<file path="src/design/kcnf_pkg.sv">
// Shared widths, types and saturation helpers for the correlated-noise Kalman filter.
package kcnf_pkg;

    localparam int WORD_BITS = 32;
    localparam int FRAC_BITS = 16;
    localparam int PRD_BITS  = 2 * WORD_BITS - FRAC_BITS;
    localparam int SUM_BITS  = PRD_BITS + 2;
    localparam int ACC_BITS  = WORD_BITS + 3;
    localparam int IN_DATA_BITS  = 136;
    localparam int OUT_DATA_BITS = 96;

    localparam logic [5:0] OFS_H = 6'd9;
    localparam logic [5:0] OFS_Q = 6'd18;
    localparam logic [5:0] OFS_R = 6'd27;
    localparam logic [5:0] OFS_C = 6'd36;
    localparam logic [5:0] OFS_X = 6'd45;
    localparam logic [5:0] OFS_P = 6'd48;
    localparam logic [5:0] LAST_ADDR = 6'd56;

    typedef logic signed [WORD_BITS-1:0] t_word;
    typedef logic signed [PRD_BITS-1:0]  t_prd;

    localparam t_word WORD_MAX = {1'b0, {(WORD_BITS-1){1'b1}}};
    localparam t_word WORD_MIN = {1'b1, {(WORD_BITS-1){1'b0}}};

    typedef struct packed {
        logic neg1;
        logic negp;
    } t_mctl;

    function automatic t_word sat_sum(input logic signed [SUM_BITS-1:0] v);
        if (v > SUM_BITS'(WORD_MAX)) begin
            return WORD_MAX;
        end else if (v < SUM_BITS'(WORD_MIN)) begin
            return WORD_MIN;
        end
        return WORD_BITS'(v);
    endfunction

    function automatic t_word sat_acc(input logic signed [ACC_BITS-1:0] v);
        if (v > ACC_BITS'(WORD_MAX)) begin
            return WORD_MAX;
        end else if (v < ACC_BITS'(WORD_MIN)) begin
            return WORD_MIN;
        end
        return WORD_BITS'(v);
    endfunction

endpackage

</file>
<file path="src/design/kcnf_lane.sv">
// One multiply lane: registered operands, product and rounded product.
module kcnf_lane import kcnf_pkg::*; (
    input  logic  i_clk,
    input  t_word i_a,
    input  t_word i_b,
    output t_prd  o_rnd
);

    t_word r_a;
    t_word r_b;
    logic signed [2*WORD_BITS-1:0] r_p;
    logic signed [2*WORD_BITS-1:0] rsum;
    t_prd r_rnd;

    assign rsum  = r_p + (2*WORD_BITS)'(64'sd1 <<< (FRAC_BITS - 1));
    assign o_rnd = r_rnd;

    always_ff @(posedge i_clk) begin
        r_a   <= i_a;
        r_b   <= i_b;
        r_p   <= r_a * r_b;
        r_rnd <= rsum[2*WORD_BITS-1:FRAC_BITS];
    end

endmodule

</file>
<file path="config.mk">
export PLATFORM = sky130hd
export DESIGN_NAME = kcnf_lane
export DESIGN_NICKNAME = d
export VERILOG_FILES = /design/src/design/kcnf_pkg.sv /design/src/design/kcnf_lane.sv
export SDC_FILE = /design/constraint.sdc
export NUM_CORES = 2
export LEC_CHECK = 0
export BUFFER_PORTS_ARGS = -buffer_cell sky130_fd_sc_hd__buf_2
export CAP_MARGIN = 5
export CORE_ASPECT_RATIO = 1.1
export CORE_MARGIN = 2
export CORE_UTILIZATION = 40
export CTS_BUF_LIST = sky130_fd_sc_hd__clkbuf_16
export DETAILED_ROUTE_END_ITERATION = 7
export PLACE_DENSITY = 0.55
export SYNTH_ARGS = -nofsm -noshare
export SYNTH_HDL_FRONTEND = slang
export SYNTH_SLANG_ARGS = --single-unit
</file>
<file path="constraint.sdc">
create_clock -name i_clk -period 21.4 [get_ports i_clk]
set_clock_uncertainty 0.2 [all_clocks]
set_input_delay 3.21 -clock i_clk [delete_from_list [all_inputs] [get_ports i_clk]]
set_output_delay 3.21 -clock i_clk [all_outputs]
set_load 0.02 [all_outputs]
</file>
Word level (Yosys, flattened, before mapping)
Cells that the tools add are included.

operators by class
  add/subtract/negate cells = 1
  multipliers = 1
  div/mod/pow operators = 0
  magnitude comparators = 0
  eq/ne operators = 0
  shifts and indexed selects = 0
  muxes and demuxes = 0
  bitwise logic cells = 0
  reduce and logical (&&, ||, !) cells = 0

operators with widths
  operator                                         count
  adder 64 x 17 -> 64 bit (second input constant)  1
  multiplier 32 x 32 -> 64 bit                     1

word-level totals
  register bits = 176
  latch bits = 0
  RAM bits = 0
  memory bits (read-only) = 0
  input port bits = 65
  output and inout bits = 48
  logic and storage cells = 6
  memories kept = 0

Longest topological paths before layout
  depth in word-level cells = 1
  mapped depth = 27

Worst setup path after synthesis
No wires, ideal clock.

  kind = register to register
  from = register r_a[31]
  to = register r_p[60]
  data arrival time = 7538 ps
  required time = 21081 ps
  path slack = 13543 ps
  stages on the path, launching flop included = 27
  buffers on the path = 1
  cells stage by stage = dfxtp_1 -> clkbuf_1 -> nand2_1 -> inv_1 -> fa_1 -> inv_1 -> fa_1 -> inv_1 -> fa_1 -> fa_1 -> inv_1 -> fa_1 -> inv_1 -> fa_1 -> inv_1 -> fa_1 -> inv_1 -> fa_1 -> ha_1 -> nor2b_1 -> o21a_1 -> o21ai_0 -> o21a_1 -> a31oi_1 -> o221a_2 -> or2_2 -> xor2_1

on the way
  cells in the longest elaborated chain, start to end = 1

ends and longest elaborated chain
  item                          line             RTL
  start, declared               kcnf_lane.sv:9   t_word r_a;
  start signal, assigned        kcnf_lane.sv:19  r_a <= i_a;
  multiplier 32 x 32 -> 64 bit  kcnf_lane.sv:21  r_p <= r_a * r_b;
  end signal, assigned          kcnf_lane.sv:21
  end, declared                 kcnf_lane.sv:11  logic signed [2*WORD_BITS-1:0] r_p;

No other way between the ends.

Final worst setup path
  from = register r_b[5]
  to = register r_p[63]

on the way
  cells in the longest elaborated chain, start to end = 1

ends and longest elaborated chain
  item                          line             RTL
  start, declared               kcnf_lane.sv:10  t_word r_b;
  start signal, assigned        kcnf_lane.sv:20  r_b <= i_b;
  multiplier 32 x 32 -> 64 bit  kcnf_lane.sv:21

No other way between the ends.

==> impl_table.tex <==
\begin{tabular}{lr}
\hline
Metric & Value \\
\hline
\multicolumn{2}{l}{\textbf{Clock tree}} \\
\quad Setup repair bufs after CTS & 0 \\
\quad Resized cells post-CTS & 0 \\
\quad Root Buffer Master & sky130\_fd\_sc\_hd\_\_clkbuf\_16 \\
\quad Clock latency of the later-clocked register in the worst-skew pair & 520 ps \\
\quad Number of CTS-inserted buffers & 17 \\
\quad Sinks on Clock Net & 161 \\
\quad Clock Pin Slew Worst Setup and Hold Paths & 80 ps \\
\quad Maximum count of clock buffers along a single path & 2 \\
\quad CTS tree & built \\
\quad CTS HTree Levels & 4 \\
\quad Quantity of hold-fixing buffers added after cts & 0 \\
\multicolumn{2}{l}{\textbf{Min path}} \\
\quad Class of the worst hold path & reg -> reg \\
\quad Worst Min Path Start & r\_p[35] \\
\quad Hold path endpoint & o\_rnd[19] \\
\quad Instance count along the most critical hold path & 1 \\
\multicolumn{2}{l}{\textbf{Cells and area}} \\
\quad Nets & 5,433 \\
\quad Post-layout instance count excluding filler cells & 5,412 \\
\quad Proportion of layout cells with a drive suffix above 1 & 0.0556 \\
\quad Relative area change from synthesis to final layout & 6.06\% \\
\multicolumn{2}{l}{\textbf{Synthesis}} \\
\quad Multiplexer area fraction after synthesis & 0.000565 \\
\quad Gate count after technology mapping & 4,124 \\
\quad Predominant post-synthesis flop cell & sky130\_fd\_sc\_hd\_\_dfxtp\_1 \\
\quad Post-synthesis async set-or-reset flop share & 0 \\
\quad Sequential area share after synthesis & 0.0809 \\
\quad Share of the synthesized area in the top cell type & 0.543 \\
\quad Largest family of logic cells by synthesized area & adder cells \\
\quad Synth Register Bits & 161 \\
\quad Count of flip-flops with a built-in enable after synthesis & 0 \\
\quad Post-synthesis compound-gate area fraction & 0.0290 \\
\quad Xor and xnor fraction of the mapped netlist area & 0.0235 \\
\quad Top area cells in the synthesized netlist & sky130\_fd\_sc\_hd\_\_fa\_1, sky130\_fd\_sc\_hd\_\_inv\_1, sky130\_fd\_sc\_hd\_\_and2\_1, sky130\_fd\_sc\_hd\_\_dfxtp\_1, sky130\_fd\_sc\_hd\_\_ha\_1 \\
\quad Leading post-synthesis cells by instance count & sky130\_fd\_sc\_hd\_\_fa\_1, sky130\_fd\_sc\_hd\_\_inv\_1, sky130\_fd\_sc\_hd\_\_nand2\_1 \\
\quad Largest area contributor in the synthesized netlist & sky130\_fd\_sc\_hd\_\_fa\_1 \\
\quad Area fraction in and, or, nand and nor cells after synthesis & 0.154 \\
\quad Most numerous cell in the Yosys netlist & sky130\_fd\_sc\_hd\_\_fa\_1 \\
\quad Arithmetic-cell share of the synthesized area counting full adders, half adders and majority gates & 0.600 \\
\quad Avg Cell Area, Syn & 9.66 µm² \\
\quad Syn\_nets & 5,451 \\
\quad Yosys synthesis warning count & 0 \\
\quad Netlist area before placement & 0.0399 mm² \\
\quad Netlist cell types & 57 \\
\multicolumn{2}{l}{\textbf{Die}} \\
\quad Std-Cell Rows & 121 \\
\quad Die width & 305 µm \\
\quad Count of boundary I/O pins & 113 \\
\quad Placeable core region & 0.0989 mm² \\
\quad Y dimension of the die & 335 µm \\
\quad Die ar. & 0.102 mm² \\
\quad Initial Util & 0.403 \\
\multicolumn{2}{l}{\textbf{STA}} \\
\quad Number of failing hold endpoints at the final stage & 0 \\
\quad Maximum achievable frequency & 0.107 GHz \\
\quad Setup slack of the critical path after layout & 12,070 ps \\
\quad Clock period minus final worst setup slack & 9330 ps \\
\quad Final TNS setup & 0 ps \\
\quad \# setup viols final & 0 \\
\quad Worst Tran Pin Value & 1310 ps \\
\quad Relative slew slack & 0.124 \\
\quad Max-slew violation total from the final report & 0 \\
\quad Unrepaired setup endpoints after global routing & no \\
\quad Final critical-path share of the clock period & 0.436 \\
\multicolumn{2}{l}{\textbf{Global routing}} \\
\quad Largest net degree at the start of global routing & 33 \\
\quad GRT Overall Usage & 0.227 \\
\quad Highest-utilization routing layer at the global route stage & met2 \\
\quad GR Layer Usage met3 & 0.0227 \\
\quad Number of global-route vias before repair & 31,360 \\
\quad Residual overflow from global routing & 0 \\
\quad Fraction of met2 tracks used by global routing & 0.431 \\
\quad GRT met1 Usage & 0.258 \\
\quad Global-route wire length before repair & 176,000 µm \\
\quad Initial antenna violation count & 5 \\
\multicolumn{2}{l}{\textbf{Setup path}} \\
\quad Setup Crit Path Kind & reg -> reg \\
\quad Data required time of the critical path & 21,590 ps \\
\quad Data arrival time of the critical path & 9520 ps \\
\quad Delay of the slowest critical-path stage & 1200 ps \\
\quad Biggest fanout along the worst timing path & 32 \\
\quad Slowest library cell on the worst path & sky130\_fd\_sc\_hd\_\_dfxtp\_1 \\
\quad CP endpoint kind & flop \\
\quad Setup crit start kind & flop \\
\quad Crit Reg-Reg Endpoint & r\_p[63] \\
\quad Startpoint of the worst-slack reg-to-reg timing path & r\_b[5] \\
\quad Worst path most repeated cell & sky130\_fd\_sc\_hd\_\_fa\_1 \\
\quad Number of cells on the worst reg-to-reg path & 26 \\
\quad Internal reg-to-reg setup slack & 12,070 ps \\
\multicolumn{2}{l}{\textbf{Route}} \\
\quad Number of DRC markers in iteration 0 & 1,104 \\
\quad Wire length per cell & 19.8 µm \\
\quad DR vias/cell & 4.97 \\
\quad Post-Route WL & 107,000 µm \\
\quad Post-route DRC & 0 \\
\quad Via count & 26,876 \\
\quad Antenna-violating nets left & 0 \\
\quad 1st-pass router iterations & 5 \\
\multicolumn{2}{l}{\textbf{Place}} \\
\quad DPL Wire Length & 84,700 µm \\
\quad Routability-driven placement congestion ratio & 0.850 \\
\quad Port Buffers & 112 \\
\quad Placement-stage worst setup slack & 12,090 ps \\
\quad Number of instances in the placed design & 5,378 \\
\multicolumn{2}{l}{\textbf{Flow run}} \\
\quad Max-cap viol count & 0 \\
\multicolumn{2}{l}{\textbf{Outcome}} \\
\quad Status & completed \\
\hline
\end{tabular}
-- area by class of cell --
| cell class | count | area (µm²) |
|---|---|---|
| Fill cell | 9796 | 56600 |
| Clock buffer | 17 | 425 |
| Multi-Input combinational cell | 2769 | 32100 |
| Tap cell | 1291 | 1620 |
| Sequential cell | 161 | 3250 |
| Inverter | 997 | 3740 |
| Clock inverter | 14 | 163 |
| Timing Repair Buffer | 160 | 921 |
| Antenna cell | 3 | 7.51 |
-- logic make-up (layout without fill, tap and decap cells) --
group,after synthesis,count (layout)
AOI/OAI and AO/OA,170,170
DFF,161,161
xor gates and xnor gates,107,107
adders and majority gates,1262,1262
muxes,2,2
and+or+nand+nor,1228,1228
other,0,3
buffers and inverters,1194,1188
-- worst max-delay path, delay by kind of cell, from the launching register on --
family / cells / cell delay, ps
and+or+nand+nor: 5 / 950
AOI/OAI and AO/OA: 5 / 950
buffers and inverters: 7 / 1210
adders and majority gates: 9 / 4700
DFF: 1 / 1200
-- how the worst max path moves through the flow --
stage                  from       to  slack [ps]  cells after the start
detailed placement   r_b[5]  r_p[63]       12090                     26
finish               r_b[5]  r_p[63]       12070                     26
global placement     r_b[5]  r_p[63]       12240                     26
CTS                  r_b[5]  r_p[63]       12050                     26
global route         r_b[5]  r_p[63]       11200                     26
floorplan           r_a[31]  r_p[60]       13540                     26
-- layout by cell type (no fill, tap or decap), drive strengths merged, types with 3 or more instances in the layout --
| cell | count |
|---|---|
| a211o | 5 |
| a211oi | 7 |
| a21o | 27 |
| a21oi | 55 |
| a221o | 4 |
| a221oi | 4 |
| a31oi | 3 |
| and2 | 518 |
| and3 | 14 |
| buf | 160 |
| clkbuf | 17 |
| dfxtp | 161 |
| diode | 3 |
| fa | 1081 |
| ha | 181 |
| inv | 1007 |
| nand2 | 536 |
| nand2b | 11 |
| nand3 | 31 |
| nand4 | 21 |
| nor2 | 72 |
| nor2b | 3 |
| nor3 | 10 |
| o211ai | 8 |
| o21a | 4 |
| o21ai | 30 |
| o21bai | 10 |
| xnor2 | 71 |
| xor2 | 36 |
-- through the flow --
stage          hold WS (ps)  utilization  cell area [µm²]
6_report                254        0.428            42300
5_1_grt                 275        0.428            42300
2_1_floorplan           209            -            39900
3_5_place_dp            249        0.422            41700
4_1_cts                 263        0.428            42300
3_3_place_gp            249        0.422            41700
-- routing by layer --
layer  up-vias  wire, µm
li1      11720         -
met1     14438     40700
met2       521     58400
met3       197      2820
met4         0      5110
met5         -         0
-- flip-flops by register name, indices dropped and copies added (netlist names) --
| name | count |
|---|---|
| r_b | 32 |
| r_p | 49 |
| r_a | 32 |
| o_rnd | 48 |
Power is not shown: default switching activity piles up to over one toggle a cycle in this logic, so the estimate is an artifact.
