## config.mk

```make
export PLATFORM = sky130hd
export DESIGN_NAME = kcnf_merge
export DESIGN_NICKNAME = d
export VERILOG_FILES = /design/src/design/kcnf_pkg.sv /design/src/design/kcnf_merge.sv
export SDC_FILE = /design/constraint.sdc
export NUM_CORES = 1
export LEC_CHECK = 0
export BUFFER_PORTS_ARGS = -buffer_cell sky130_fd_sc_hd__buf_2
export CAP_MARGIN = 20
export CORE_UTILIZATION = 40
export CTS_CLUSTER_SIZE = 14
export DETAILED_ROUTE_END_ITERATION = 10
export PLACE_DENSITY = 0.63
export SYNTH_ARGS = -nofsm -noshare
export SYNTH_HDL_FRONTEND = slang
export SYNTH_SLANG_ARGS = --single-unit
```

## constraint.sdc

```tcl
create_clock -name i_clk -period 16.9 [get_ports i_clk]
set_input_delay 0.845 -clock i_clk [delete_from_list [all_inputs] [get_ports i_clk]]
set_output_delay 0.845 -clock i_clk [all_outputs]
set_load 0.02 [all_outputs]
```

## src/design/kcnf_pkg.sv

```systemverilog
// Shared widths, types and saturation helpers for the correlated-noise Kalman filter.
package kcnf_pkg;

    localparam int WORD_BITS = 32;
    localparam int FRAC_BITS = 16;
    localparam int PRD_BITS  = 2 * WORD_BITS - FRAC_BITS;
    localparam int SUM_BITS  = PRD_BITS + 2;
    localparam int ACC_BITS  = WORD_BITS + 3;
    localparam int IN_DATA_BITS  = 136;
    localparam int OUT_DATA_BITS = 96;

    localparam logic [5:0] OFS_H = 6'd9;
    localparam logic [5:0] OFS_Q = 6'd18;
    localparam logic [5:0] OFS_R = 6'd27;
    localparam logic [5:0] OFS_C = 6'd36;
    localparam logic [5:0] OFS_X = 6'd45;
    localparam logic [5:0] OFS_P = 6'd48;
    localparam logic [5:0] LAST_ADDR = 6'd56;

    typedef logic signed [WORD_BITS-1:0] t_word;
    typedef logic signed [PRD_BITS-1:0]  t_prd;

    localparam t_word WORD_MAX = {1'b0, {(WORD_BITS-1){1'b1}}};
    localparam t_word WORD_MIN = {1'b1, {(WORD_BITS-1){1'b0}}};

    typedef struct packed {
        logic neg1;
        logic negp;
    } t_mctl;

    function automatic t_word sat_sum(input logic signed [SUM_BITS-1:0] v);
        if (v > SUM_BITS'(WORD_MAX)) begin
            return WORD_MAX;
        end else if (v < SUM_BITS'(WORD_MIN)) begin
            return WORD_MIN;
        end
        return WORD_BITS'(v);
    endfunction

    function automatic t_word sat_acc(input logic signed [ACC_BITS-1:0] v);
        if (v > ACC_BITS'(WORD_MAX)) begin
            return WORD_MAX;
        end else if (v < ACC_BITS'(WORD_MIN)) begin
            return WORD_MIN;
        end
        return WORD_BITS'(v);
    endfunction

endpackage

```

## src/design/kcnf_merge.sv

```systemverilog
// Merging stage: sums the lane products, saturates, then adds the matrix terms.
module kcnf_merge import kcnf_pkg::*; (
    input  logic  i_clk,
    input  t_mctl i_ctl,
    input  t_prd  i_p0,
    input  t_prd  i_p1,
    input  t_prd  i_p2,
    input  t_word i_add0,
    input  t_word i_add1,
    input  t_word i_add2,
    output t_word o_val
);

    logic signed [SUM_BITS-1:0] sum;
    logic signed [ACC_BITS-1:0] tot;
    t_word r_sum;

    always_comb begin
        sum = SUM_BITS'(i_p0) + (i_ctl.neg1 ? -SUM_BITS'(i_p1) : SUM_BITS'(i_p1))
            + SUM_BITS'(i_p2);
        tot = (i_ctl.negp ? -ACC_BITS'(r_sum) : ACC_BITS'(r_sum))
            + ACC_BITS'(i_add0) + ACC_BITS'(i_add1) + ACC_BITS'(i_add2);
    end

    assign o_val = sat_acc(tot);

    always_ff @(posedge i_clk) begin
        r_sum <= sat_sum(sum);
    end

endmodule

```

Yosys cells after proc, flatten, opt, wreduce, memory -nomap -nowiden

Index checks and enable logic that the tools add are counted.
W data, S select, Z words.

Output and inout port bits: 32
Bits of input ports: 243
Logic and storage cells: 24
Register bits after elaboration: 32

$lt $le $gt $ge: 4
Mux-type cells: 12
Add/subtract/negate cells: 7

Operator list:

| kind                   | number |
|---|---|
| $mux W32               | 6 |
| $add A35 B32 Y35       | 3 |
| $add A48 B50 Y50       | 1 |
| $add A50 B48 Y50       | 1 |
| $gt A50 B32 Y1 const B | 1 |
| $lt A50 B32 Y1 const B | 1 |
| $mux W50               | 1 |
| $neg A48 Y50           | 1 |
| $gt A35 B32 Y1 const B | 1 |
| $lt A35 B32 Y1 const B | 1 |
| $mux W35               | 1 |
| $neg A32 Y35           | 1 |
| $mux W1                | 4 |

Longest topological paths before layout

Word-level depth: 9
Gate-level depth with buffers: 27
Depth with buffers taken out: 24

Least setup slack after synthesis

Ideal clock, no wire load.

Kind: input port to flip-flop
Start: in i_p1[5]
End: reg r_sum[1]
Data arrival time: 6.952 ns
Slack: 9.803 ns
Stages: 23
Path buffers: 2
Data required time: 16.755 ns
Setup time: 0.145 ns
Path through: or3_4 -> or4_4 -> or3_4 -> or2_4 -> or3_4 -> or2_4 -> or4_4 -> o41ai_1 -> xnor2_1 -> fa_1 -> ha_1 -> clkbuf_1 -> a21oi_1 -> nor2b_1 -> o21a_1 -> or4_1 -> a41oi_1 -> o41ai_1 -> xnor2_1 -> nand4_1 -> o31ai_1 -> clkbuf_1 -> o2111ai_1

Word-level cells in the longest chain between the ends: 8
Elaborated cells on any way between the ends: 10
Those cells by class: add/sub (3); order compare (2); mux (5)

Ends and longest elaborated chain:

| element              | RTL line         | RTL |
|---|---|---|
| from (decl)          | kcnf_merge.sv:6  | `input t_prd i_p1,` |
| $neg A48 Y50         | kcnf_merge.sv:19 | `sum = SUM_BITS'(i_p0) + (i_ctl.neg1 ? -SUM_BITS'(i_p1) : SUM_BITS'(i_p1))` |
| $mux W50 *           | kcnf_merge.sv:19 |  |
| $add A48 B50 Y50 *   | kcnf_merge.sv:19 |  |
| $add A50 B48 Y50 *   | kcnf_merge.sv:20 | `+ SUM_BITS'(i_p2);` |
| $lt A50 B32 Y1       | kcnf_pkg.sv:34   | `end else if (v < SUM_BITS'(WORD_MIN)) begin` |
| $mux W1              | kcnf_pkg.sv:34   |  |
| $mux W1              | kcnf_pkg.sv:32   | `if (v > SUM_BITS'(WORD_MAX)) begin` |
| $mux W32 *           | kcnf_pkg.sv:37   | `return WORD_BITS'(v);` |
| to (signal assigned) | kcnf_merge.sv:28 | `r_sum <= sat_sum(sum);` |
| to (decl)            | kcnf_merge.sv:16 | `t_word r_sum;` |

Mark *: on every way between the ends. The rest lies on a longest branch, timed or not.

Final worst setup path

Start: reg r_sum[0]
End: out o_val[19]

Word-level cells in the longest chain between the ends: 9
Elaborated cells on any way between the ends: 11
Those cells by class: add/sub (4); order compare (2); mux (5)

Ends and longest elaborated chain:

| element                         | RTL line         | RTL |
|---|---|---|
| $neg A32 Y35                    | kcnf_merge.sv:21 | `tot = (i_ctl.negp ? -ACC_BITS'(r_sum) : ACC_BITS'(r_sum))` |
| $mux W35 *                      | kcnf_merge.sv:21 |  |
| $add A35 B32 Y35 * (3 in a row) | kcnf_merge.sv:22 | `+ ACC_BITS'(i_add0) + ACC_BITS'(i_add1) + ACC_BITS'(i_add2);` |
| $lt A35 B32 Y1                  | kcnf_pkg.sv:43   | `end else if (v < ACC_BITS'(WORD_MIN)) begin` |
| $mux W1                         | kcnf_pkg.sv:43   |  |
| $mux W1                         | kcnf_pkg.sv:41   | `if (v > ACC_BITS'(WORD_MAX)) begin` |
| $mux W32 *                      | kcnf_pkg.sv:46   | `return WORD_BITS'(v);` |
| to (decl)                       | kcnf_merge.sv:11 | `output t_word o_val` |

Marks and branches as above.

==> flow_summary.json <==
{
  "n_antenna_cell": 0,
  "fmax_mhz": 127,
  "drt_wl_total_mm": 31.1,
  "first_global_vias": 10400,
  "largest_register": "r_sum",
  "grt_pass1_wl_mm": 50.7,
  "dr.first_iter.drc_count": 623,
  "crit_path_start": "r_sum[0]$_DFF_P_",
  "final_cell_mix": "buf_2 (274), fa_1 (116), a21oi_1 (114), xnor2_1 (108), inv_1 (104)",
  "worstMarginPinSlew_ps": 1180,
  "route.detailed.drc": 0,
  "nNetsFinal": 2079,
  "end_kind": "output pin",
  "grt_overflow_total": 0,
  "rsz0062_at_grt": "no",
  "syn_area_um2": 11100,
  "vdd_ir_drop_max_uv": 138,
  "syn_avg_cell_area_um2": 7.90,
  "maxSlewHeadroom_pct": 19.0,
  "reg_top3": "r_sum: 32 flops",
  "syn_nets": 1853,
  "rows": 60,
  "start_util_pct": 41.0,
  "synth_edf_count": 0,
  "io_pins": 275,
  "min-delay-start": "i_p2[0]",
  "fin_cells": 2006,
  "cp_data_arrival_time_ps": 7010,
  "min_path_type": "in -> reg",
  "largest_register_ff_count": 32,
  "hold_viol": 0,
  "via_count": 11000,
  "cts_buffer_depth": 2,
  "cap_violations": 0,
  "antenna_found_initial": 0,
  "path_class": "reg -> out",
  "hpwl_mm": 26.8,
  "p_leak_nw": 5.53,
  "crit_top_cell": "ha_1",
  "cts_resized": 0,
  "hold_slack_ps": 1060,
  "cts_max_level": 2,
  "ys_seq_elements": 32,
  "drv_slew": 0,
  "viasPerCell": 5.47,
  "layout_commonest_cell": "buf_2",
  "critPathMaxStageDelay_ps": 1000,
  "root_buffer": "clkbuf_16",
  "finalSetupViolCount": 0,
  "ys.flop_type": "dfxtp_1",
  "clkTransAtPathRegs_ps": 50,
  "cts_tree": "done",
  "fin_crit_ps": 7860,
  "status": "finished clean",
  "dr.pass1.iters": 5,
  "wire_per_inst_um": 15.5,
  "grt_max_degree": 64,
  "drive_gt1_share_pct": 20.3,
  "crit_chain": "inv_1 > ha_1 > or3b_2 > nor4_1 > nand2_1 > o41ai_1 > xnor2_1 > fa_1 > ha_1 > and4_1 > nand3_1 > a2111oi_0 > o21ai_0 > a31oi_1 > or4b_2 > nand4b_1 > a211oi_1 > nor3_2 > buf_4 > o31a_1 > buf_2",
  "synth-seq-area-share_pct": 5.76,
  "dieArea_um2": 28500,
  "fp.dieH_um": 169,
  "core_area_um2": 27100,
  "p_per_area_nw_per_um2": 218,
  "startpoint_type": "register",
  "post_cts.repair.setup_buffers": 0,
  "nFillCells": 2674,
  "ctsHoldBuffers": 0,
  "cts.sinks": 32,
  "multi_input_area_um2": 9890,
  "netlist_instances": 1408,
  "finalCritPeriodShare_pct": 46.5,
  "ff_latch_area_um2": 641,
  "post-place-cells": 1999,
  "ys_types": 72,
  "setup_tns_ps": 0,
  "gp_congestion": 0.926,
  "port-buffer-count": 274,
  "area_growth_pct": 16.7,
  "grt_util_all_layers_pct": 21.5,
  "numCtsBuffers": 5,
  "critPathMaxFanout": 31,
  "synthArstFlopShare_pct": 0,
  "crit_required_ps": 16060,
  "fp.dieW_um": 169,
  "cp_slowest_cell": "a2111oi_0",
  "ys_warn_count": 0,
  "ant_nets": 0
}
==> synth_stat cells, types with 4 or more instances <==
| cell | n | share of area [%] |
|---|---|---|
| fa_1 | 116 | 21 |
| a21oi_1 | 115 | 5.2 |
| xnor2_1 | 109 | 8.6 |
| inv_1 | 104 | 3.5 |
| nor2_1 | 92 | 3.1 |
| nand2_1 | 87 | 2.9 |
| ha_1 | 86 | 9.7 |
| o21ai_0 | 71 | 3.2 |
| clkbuf_1 | 62 | 2.1 |
| nor3_1 | 54 | 2.4 |
| o21a_1 | 43 | 2.9 |
| o211ai_1 | 37 | 2.5 |
| xor2_1 | 36 | 2.8 |
| a21o_1 | 32 | 2.2 |
| dfxtp_1 | 32 | 5.8 |
| nand3_1 | 32 | 1.4 |
| nand3b_1 | 29 | 2.0 |
| o31ai_1 | 25 | 1.7 |
| nand4_1 | 22 | 1.2 |
| or3_1 | 13 | 0.73 |
| or4_1 | 13 | 0.88 |
| a211oi_1 | 12 | 0.81 |
| o21bai_1 | 12 | 0.81 |
| o41ai_1 | 11 | 0.87 |
| and2_1 | 10 | 0.56 |
| and3_1 | 10 | 0.56 |
| nor2b_1 | 10 | 0.56 |
| nor4_1 | 10 | 0.56 |
| or2_2 | 10 | 0.56 |
| a2111oi_0 | 9 | 0.71 |
| a31oi_1 | 8 | 0.45 |
| nand2b_1 | 8 | 0.45 |
| o2111ai_1 | 8 | 0.63 |
| and4_1 | 5 | 0.39 |
| or3_4 | 5 | 0.51 |
| or3b_2 | 5 | 0.39 |
| a221oi_1 | 4 | 0.31 |
| nor3b_1 | 4 | 0.27 |
==> worst paths after layout <==
kind / endpoint / slack (ps) / cells past startpoint
worst max-delay path: o_val[19] / 9040 / 21
worst min-delay path: r_sum[0]$_DFF_P_ / 1060 / 4
==> routing by layer <==
layer	up-vias	share of wire (%)	global-route usage, %
met3	32	5.0	1.19
met4	0	1.6	4.43
met5	-	0	0
li1	5544	-	-
met1	5021	49	31.2
met2	368	44	35.1
==> power breakdown <==
part	internal (W)	switching [W]	total (W)
registers	0.000118	0.0000439	0.000162
logic	0.00102	0.00157	0.00258
clock network	0.0000533	0.0000289	0.0000822
total	0.00119	0.00164	0.00283
==> stage by stage <==
| step | utilization [%] | setup slack [ps] | power, W | area [um^2] |
|---|---|---|---|---|
| 6_report | 47.9 | 9040 | 0.00283 | 13000 |
| 2_1_floorplan | - | 9800 | 0.00203 | 11100 |
| 3_5_place_dp | 47.4 | 8950 | 0.00272 | 12900 |
| 5_1_grt | 47.9 | 8780 | 0.00308 | 13000 |
| 4_1_cts | 47.9 | 9140 | 0.00282 | 13000 |
| 3_3_place_gp | 47.3 | 8830 | 0.00269 | 12800 |
==> kinds of logic after synthesis <==
logic type	after synthesis	share of synthesized area (%)
buffers and inverters	169	5.73
AOI/OAI and AO/OA	426	25.6
muxes	2	0.180
xor gates and xnor gates	146	11.6
and+or+nand+nor	431	20.6
DFF	32	5.76
adders and majority gates	202	30.6
==> worst max-delay path: cells and delay by family, from the launching register on <==
| family | cells | cell delay [ps] |
|---|---|---|
| buf+inv | 3 | 490 |
| xor+xnor | 1 | 220 |
| flops | 1 | 350 |
| simple gates | 8 | 1960 |
| fa+ha+maj | 3 | 1060 |
| compound gates | 6 | 2640 |
==> final cells by class <==
| class | instances | share of cell area, % |
|---|---|---|
| multi-input combinational | 1207 | 76.2 |
| timing repair buffer | 284 | 11.3 |
| sequential | 32 | 4.93 |
| tap | 372 | 3.58 |
| inverter | 104 | 3.01 |
| clock buffer | 6 | 0.992 |
| clock inverter | 1 | 0.0385 |
Note: power is estimated with default switching activity, not from simulation.
