==> config.mk <==
export PLATFORM = sky130hd
export DESIGN_NAME = kcnf_div
export DESIGN_NICKNAME = d
export VERILOG_FILES = /design/src/design/kcnf_pkg.sv /design/src/design/kcnf_div.sv
export SDC_FILE = /design/constraint.sdc
export NUM_CORES = 1
export LEC_CHECK = 0
export BUFFER_PORTS_ARGS = -buffer_cell sky130_fd_sc_hd__buf_2
export CORE_ASPECT_RATIO = 1.5
export CORE_MARGIN = 10
export CORE_UTILIZATION = 55
export CTS_BUF_LIST = sky130_fd_sc_hd__clkbuf_4 sky130_fd_sc_hd__clkbuf_8
export CTS_CLUSTER_SIZE = 40
export DETAILED_ROUTE_END_ITERATION = 8
export PLACE_DENSITY = 0.85
export SLEW_MARGIN = 30
export SYNTH_ARGS = -nofsm -noshare
export SYNTH_HDL_FRONTEND = slang
export SYNTH_SLANG_ARGS = --single-unit
export TNS_END_PERCENT = 10
==> constraint.sdc <==
create_clock -name i_clk -period 12.15 [get_ports i_clk]
set_input_delay 2.43 -clock i_clk [delete_from_list [all_inputs] [get_ports i_clk]]
set_output_delay 2.43 -clock i_clk [all_outputs]
set_load 0.1 [all_outputs]
==> src/design/kcnf_pkg.sv <==
// Shared widths, types and saturation helpers for the correlated-noise Kalman filter.
package kcnf_pkg;

    localparam int WORD_BITS = 32;
    localparam int FRAC_BITS = 16;
    localparam int PRD_BITS  = 2 * WORD_BITS - FRAC_BITS;
    localparam int SUM_BITS  = PRD_BITS + 2;
    localparam int ACC_BITS  = WORD_BITS + 3;
    localparam int IN_DATA_BITS  = 136;
    localparam int OUT_DATA_BITS = 96;

    localparam logic [5:0] OFS_H = 6'd9;
    localparam logic [5:0] OFS_Q = 6'd18;
    localparam logic [5:0] OFS_R = 6'd27;
    localparam logic [5:0] OFS_C = 6'd36;
    localparam logic [5:0] OFS_X = 6'd45;
    localparam logic [5:0] OFS_P = 6'd48;
    localparam logic [5:0] LAST_ADDR = 6'd56;

    typedef logic signed [WORD_BITS-1:0] t_word;
    typedef logic signed [PRD_BITS-1:0]  t_prd;

    localparam t_word WORD_MAX = {1'b0, {(WORD_BITS-1){1'b1}}};
    localparam t_word WORD_MIN = {1'b1, {(WORD_BITS-1){1'b0}}};

    typedef struct packed {
        logic neg1;
        logic negp;
    } t_mctl;

    function automatic t_word sat_sum(input logic signed [SUM_BITS-1:0] v);
        if (v > SUM_BITS'(WORD_MAX)) begin
            return WORD_MAX;
        end else if (v < SUM_BITS'(WORD_MIN)) begin
            return WORD_MIN;
        end
        return WORD_BITS'(v);
    endfunction

    function automatic t_word sat_acc(input logic signed [ACC_BITS-1:0] v);
        if (v > ACC_BITS'(WORD_MAX)) begin
            return WORD_MAX;
        end else if (v < ACC_BITS'(WORD_MIN)) begin
            return WORD_MIN;
        end
        return WORD_BITS'(v);
    endfunction

endpackage

==> src/design/kcnf_div.sv <==
// Bit-serial signed divider for the gain: (num << FRAC_BITS) / den, saturated.
module kcnf_div import kcnf_pkg::*; (
    input  logic  i_clk,
    input  logic  i_rst_n,
    input  logic  i_start,
    input  t_word i_num,
    input  t_word i_den,
    output logic  o_done,
    output t_word o_quo
);

    localparam int NB = WORD_BITS + FRAC_BITS;
    localparam int CB = $clog2(NB);

    logic [WORD_BITS-1:0] r_rem;
    logic [WORD_BITS-1:0] r_d;
    logic [NB-1:0]        r_n;
    logic [NB-1:0]        r_q;
    logic [CB-1:0]        r_cnt;
    logic                 r_sign;
    logic                 r_busy;
    logic                 r_done;
    t_word                r_quo;
    logic [WORD_BITS:0]   trial;
    logic                 ge;
    logic [NB-1:0]        qn;
    logic signed [NB:0]   sq;
    logic [WORD_BITS-1:0] num_mag;
    logic [WORD_BITS-1:0] den_mag;

    always_comb begin
        num_mag = i_num[WORD_BITS-1] ? WORD_BITS'(-(WORD_BITS+1)'(i_num)) : WORD_BITS'(i_num);
        den_mag = i_den[WORD_BITS-1] ? WORD_BITS'(-(WORD_BITS+1)'(i_den)) : WORD_BITS'(i_den);
        trial   = {r_rem, r_n[NB-1]};
        ge      = trial >= {1'b0, r_d};
        qn      = {r_q[NB-2:0], ge};
        sq      = r_sign ? -(NB+1)'({1'b0, qn}) : (NB+1)'({1'b0, qn});
    end

    assign o_done = r_done;
    assign o_quo  = r_quo;

    always_ff @(posedge i_clk) begin
        if (!i_rst_n) begin
            r_busy <= 1'b0;
            r_done <= 1'b0;
        end else begin
            r_done <= 1'b0;
            if (i_start) begin
                r_busy <= 1'b1;
                r_rem  <= '0;
                r_d    <= den_mag;
                r_n    <= {num_mag, {FRAC_BITS{1'b0}}};
                r_q    <= '0;
                r_cnt  <= '0;
                r_sign <= i_num[WORD_BITS-1] ^ i_den[WORD_BITS-1];
            end else if (r_busy) begin
                r_rem <= ge ? WORD_BITS'(trial - {1'b0, r_d}) : trial[WORD_BITS-1:0];
                r_q   <= qn;
                r_n   <= {r_n[NB-2:0], 1'b0};
                r_cnt <= r_cnt + 1'b1;
                if (r_cnt == CB'(NB - 1)) begin
                    r_busy <= 1'b0;
                    r_done <= 1'b1;
                    if (sq > (NB+1)'(WORD_MAX)) begin
                        r_quo <= WORD_MAX;
                    end else if (sq < (NB+1)'(WORD_MIN)) begin
                        r_quo <= WORD_MIN;
                    end else begin
                        r_quo <= WORD_BITS'(sq);
                    end
                end
            end
        end
    end

endmodule

Yosys cells after proc, flatten, opt, wreduce, memory -nomap -nowiden
Cells that the tools add are included.

Register bits: 199. Input bits: 67. Output and inout bits: 33. Logic and storage cells: 43.

$add $sub $neg: 5. Order comparisons: 3. Eq/ne operators: 1. Multiplexer cells: 14. Bitwise operators: 4. Reduce and logical (&&, ||, !) cells: 5.

Operators with widths (number): 2-to-1 mux 32 bit (4); 2-to-1 mux 48 bit (2); negator 32 bit (2); greater-than comparator 49 x 32 -> 1 bit, second input constant (1); < comparator 49 x 32 -> 1 bit, second input constant (1); 2-to-1 mux 49 bit (1); negator 48 -> 49 bit (1); 2-to-1 mux 47 bit (1); >= comparator 33 x 32 -> 1 bit (1); subtractor 32 bit (1); 2-to-1 mux 31 bit (1); adder 6 x 1 -> 6 bit, second input constant (1); equality test 6 bit, second input constant (1); 2-to-1 mux 6 bit (1); 2-to-1 mux 1 bit (4); AND reduction 2 bit (2); AND reduction 4 bit (1); inverter 1 bit (3); OR reduction 3 bit (1); nonzero test 2 bit (1); XOR 1 bit (1).

Longest topological paths before layout
Word-level depth: 5. Mapped depth: 28.

Worst setup path after synthesis
Ideal clock, no wire load.

Path type: input port to flip-flop. From: input i_start. To: register r_quo[0], in the netlist o_quo[0], enable pin. Arrival time: 5.980 ns. Required time: 11.648 ns. Setup slack: 5.669 ns. Stages: 3. Buffers on the path: 2. Cells stage by stage: clkbuf_1 > clkbuf_1 > nor4_1.

Longest elaborated chain between the ends: 2.

RTL lines: start: declaration (RTL line kcnf_div.sv:5) `input logic i_start,`; inverter 1 bit (no line); AND reduction 4 bit (no line); end signal: assignment (RTL line kcnf_div.sv:70) `r_quo <= WORD_BITS'(sq);`; end: declaration (RTL line kcnf_div.sv:23) `t_word r_quo;`.

Every way passes these cells. A chain may end at the register's enable or synchronous reset.

Worst setup path after layout
From: register r_rem[9]. To: register r_quo[28], in the netlist o_quo[28] (data pin).

Longest elaborated chain between the ends: 5. Elaborated cells on any way between the ends: 6. Those cells by class: 1 x add/sub; 3 x order compare; 2 x mux.

RTL lines: start: declaration (RTL line kcnf_div.sv:15) `logic [WORD_BITS-1:0] r_rem;`; start signal: assignment (RTL line kcnf_div.sv:58) `r_rem <= ge ? WORD_BITS'(trial - {1'b0, r_d}) : trial[WORD_BITS-1:0];`; >= comparator 33 x 32 -> 1 bit * (RTL line kcnf_div.sv:35) `ge = trial >= {1'b0, r_d};`; negator 48 -> 49 bit (RTL line kcnf_div.sv:37) `sq = r_sign ? -(NB+1)'({1'b0, qn}) : (NB+1)'({1'b0, qn});`; 2-to-1 mux 49 bit * (RTL line kcnf_div.sv:37); < comparator 49 x 32 -> 1 bit (RTL line kcnf_div.sv:67) `end else if (sq < (NB+1)'(WORD_MIN)) begin`; 2-to-1 mux 32 bit (RTL line kcnf_div.sv:67).

Mark *: on every way between the ends. The rest lies on a longest branch, timed or not.

==> impl_metrics.ini <==
[worst_setup_path]
reg2reg_to = o_quo[28]
path_delay_family = simple AND/OR/NAND/NOR gates
worst_setup_path_start_kind = flip-flop
criticalPathCategory = flip-flop to flip-flop
reg2regPathDepth = 22
crit_fanout = 49
cp.arrival_ns = 6.81
cp.buffers_inverters = 3
cp_cell_sequence = ha_1 -> a211oi_1 -> o21a_1 -> o21ai_0 -> o31a_1 -> a21o_2 -> or2_1 -> inv_2 -> buf_4 -> ha_1 -> nor4b_1 -> nand2_1 -> or4_1 -> nand2b_1 -> o31ai_1 -> xor2_1 -> nand4_1 -> nor3_1 -> nand3_1 -> o41ai_4 -> buf_4 -> o211ai_1
critPathMaxStageDelay_ns = 0.71
endpoint_kind = flip-flop
slowest_stage = or4_1
cp.required_ns = 12.36
r2r-start = r_rem[9]
ff2ff_setup_slack_ns = 5.55

[detailed_routing]
routed_wl_mm = 24.11
first_pass_iters = 5
wl_per_cell_microns = 16.40
drc = 0
drt_iter0_markers = 653
vias = 8604
drtAntennaViolNets = 0
post_drt_via_cell_ratio = 5.853

[floorplan]
rows = 64
chipHeight_microns = 195.7
io_pins = 100
die-area_sq_um = 26850
start_util_pct = 55.68
core_area_sq_um = 20340
die_w_microns = 137.2

[sta]
worstMarginPinSlew_ns = 0.9108
slew_headroom_pct = 39.28
rsz0062_at_grt = false
drv_slew = 0
setup_slack_ns = 5.549
finClkSkew_ns = 0.02432
tns_ns = 0
period_needed_ns = 6.601
period_share_pct = 54.33
finalHoldViolCount = 0
max_freq_mhz = 151.5
setup_viol = 0

[global_routing]
grt.met1_usage_pct = 20.38
grt_max_degree = 97
grt_pass1_vias = 8455
grt_antenna_before_repair = 0
grt_usage_pct = 17.80
grt_pass1_wl_mm = 39.39
grtUsageMet2_pct = 32.07
met3_usage_pct = 3.095
grt_overflow_total = 0
top_usage_layer = met2

[place]
numPortBuffers = 99
placed_area_sq_um = 12020
dp.cells = 1438
post-place-ws_ns = 5.660
dp_hpwl_mm = 17.15
place_congestion = 0.8745

[clock_network]
clkLatencyLatePin_ns = 0.49
cts_setup_buffers = 0
cts_resized = 0
cts_buffer_depth = 2
root_buffer = clkbuf_8
cts.sinks = 184
hold_buffers = 0
clkTransAtPathRegs_ns = 0.11
htreeDepth = 4
cts_made_buffers = 17
cts_tree = built

[synth]
synth_fp_nets = 1220
synthSimpleGateAreaFrac_pct = 17.37
async_reset_ff_share_pct = 0
synthAdderAreaFrac_pct = 4.154
synth_ff_type = edfxtp_1
syn_inst = 1116
synth_edf_count = 182
synth-xor-area-share_pct = 9.977
syn_area_sq_um = 11320
ys_types = 72
synth_area_per_cell_sq_um = 10.15
synth_compound_area_share_pct = 15.82
synth_warnings = 0
synth-seq-cells = 184
seq_area_frac_synth_pct = 48.61
synth_top_family_by_area = simple AND/OR/NAND/NOR gates
synth_mux_area_share_pct = 0.3536

[layout]
syn2layout_area_growth_pct = 9.822
drive_gt1_share_pct = 14.59
final_common_cell = edfxtp_1
mostFrequentLayoutCells = edfxtp_1, buf_2, nand2_1, nor2_1, a21oi_1
final_cells = 1470
antenna_cells = 0
final_area_sq_um = 12440
utilization_pct = 61.15
nNetsFinal = 1297

[hold_path]
hold_start = r_busy
hold_depth = 2
hold_path_end = o_done
hold_class = flip-flop to flip-flop

[pwr]
power_leakage_nw = 4.643
ir_drop_mv = 0.07997
power_density_nw_per_um2 = 125.2

[job]
cap_violations = 0

[status]
status = finished clean
==> area by class of cell <==
type | count | area, sq um
Sequential cell | 184 | 5505
Inverter | 53 | 198.9
Fill cell | 1649 | 7903
Tap cell | 264 | 330.3
Timing Repair Buffer | 108 | 569.3
Clock buffer | 19 | 255.2
Multi-Input combinational cell | 829 | 5424
Clock inverter | 13 | 153.9
==> worst min-delay path, delay by kind of cell, from the launching register on <==
kind             cells  cell delay (ns)
and+or+nand+nor      2             0.15
DFF                  1             0.34
==> routing by layer <==
| metal | up-vias | part of all wire (%) | routed length [microns] |
|---|---|---|---|
| met5 | - | 0 | 0 |
| met4 | 0 | 2.0 | 476 |
| met3 | 34 | 4.5 | 1078 |
| met2 | 233 | 53 | 12870 |
| met1 | 4114 | 40 | 9680 |
| li1 | 4223 | - | - |
==> cell families after synthesis <==
| kind of cell | Yosys count |
|---|---|
| and+or+nand+nor | 384 |
| AOI/OAI and AO/OA | 275 |
| DFF | 184 |
| xor gates and xnor gates | 129 |
| buffers and inverters | 103 |
| adders and majority gates | 37 |
| muxes | 4 |
==> cells in the mapped netlist (9+ instances only) <==
| cell | n | area (sq um) |
|---|---|---|
| nor2b_1 | 54 | 337.8 |
| o21ai_1 | 10 | 50.05 |
| a21oi_1 | 86 | 430.4 |
| or3_1 | 9 | 56.30 |
| o31ai_1 | 25 | 187.7 |
| a211oi_1 | 9 | 67.56 |
| o41ai_1 | 14 | 122.6 |
| clkbuf_1 | 37 | 138.9 |
| inv_1 | 52 | 195.2 |
| or4_1 | 15 | 112.6 |
| xor2_1 | 72 | 630.6 |
| xnor2_1 | 57 | 499.2 |
| nor2_1 | 88 | 330.3 |
| a21o_1 | 18 | 135.1 |
| nand2_1 | 95 | 356.6 |
| nor3_1 | 21 | 105.1 |
| nand4_1 | 9 | 56.30 |
| nand2b_1 | 12 | 75.07 |
| nand3_1 | 23 | 115.1 |
| ha_1 | 36 | 450.4 |
| nor4_1 | 14 | 87.58 |
| o21ai_0 | 52 | 260.3 |
| edfxtp_1 | 182 | 5465 |
| o21ai_2 | 20 | 175.2 |
==> where the power goes <==
part / leakage, nW / switching, mW / internal, mW / total, mW
Clock: 0.207 / 0.245 / 0.180 / 0.426
Sequential: 1.74 / 0.0272 / 0.753 / 0.780
Combinational: 2.69 / 0.209 / 0.142 / 0.351
==> registers in the layout, indices dropped and copies added, names as in the netlist <==
name,flops
r_sign,1
r_busy,1
o_done,1
o_quo,32
r_n,32
r_cnt,6
r_rem,32
r_q,47
r_d,32
==> stage by stage <==
| stage | hold WS (ns) | power [mW] |
|---|---|---|
| floorplan | 0.4402 | 1.058 |
| global placement | 0.4835 | 1.126 |
| detailed placement | 0.5034 | 1.140 |
| CTS | 0.5210 | 1.562 |
| global route | 0.5434 | 1.637 |
| finish | 0.5278 | 1.557 |
==> worst max path at each step <==
stage / cells past startpoint / start / endpoint / slack [ns]
final: 22 / r_rem[9] / o_quo[28] / 5.55
after global routing: 22 / r_rem[9] / o_quo[28] / 5.03
after CTS: 22 / r_rem[9] / o_quo[28] / 5.61
after detailed placement: 22 / r_rem[9] / o_quo[28] / 5.66
after global placement: 22 / r_rem[9] / o_quo[28] / 5.84
after floorplan: 3 / i_start / o_quo[0] / 5.67
(Power assumes the default switching activity.)
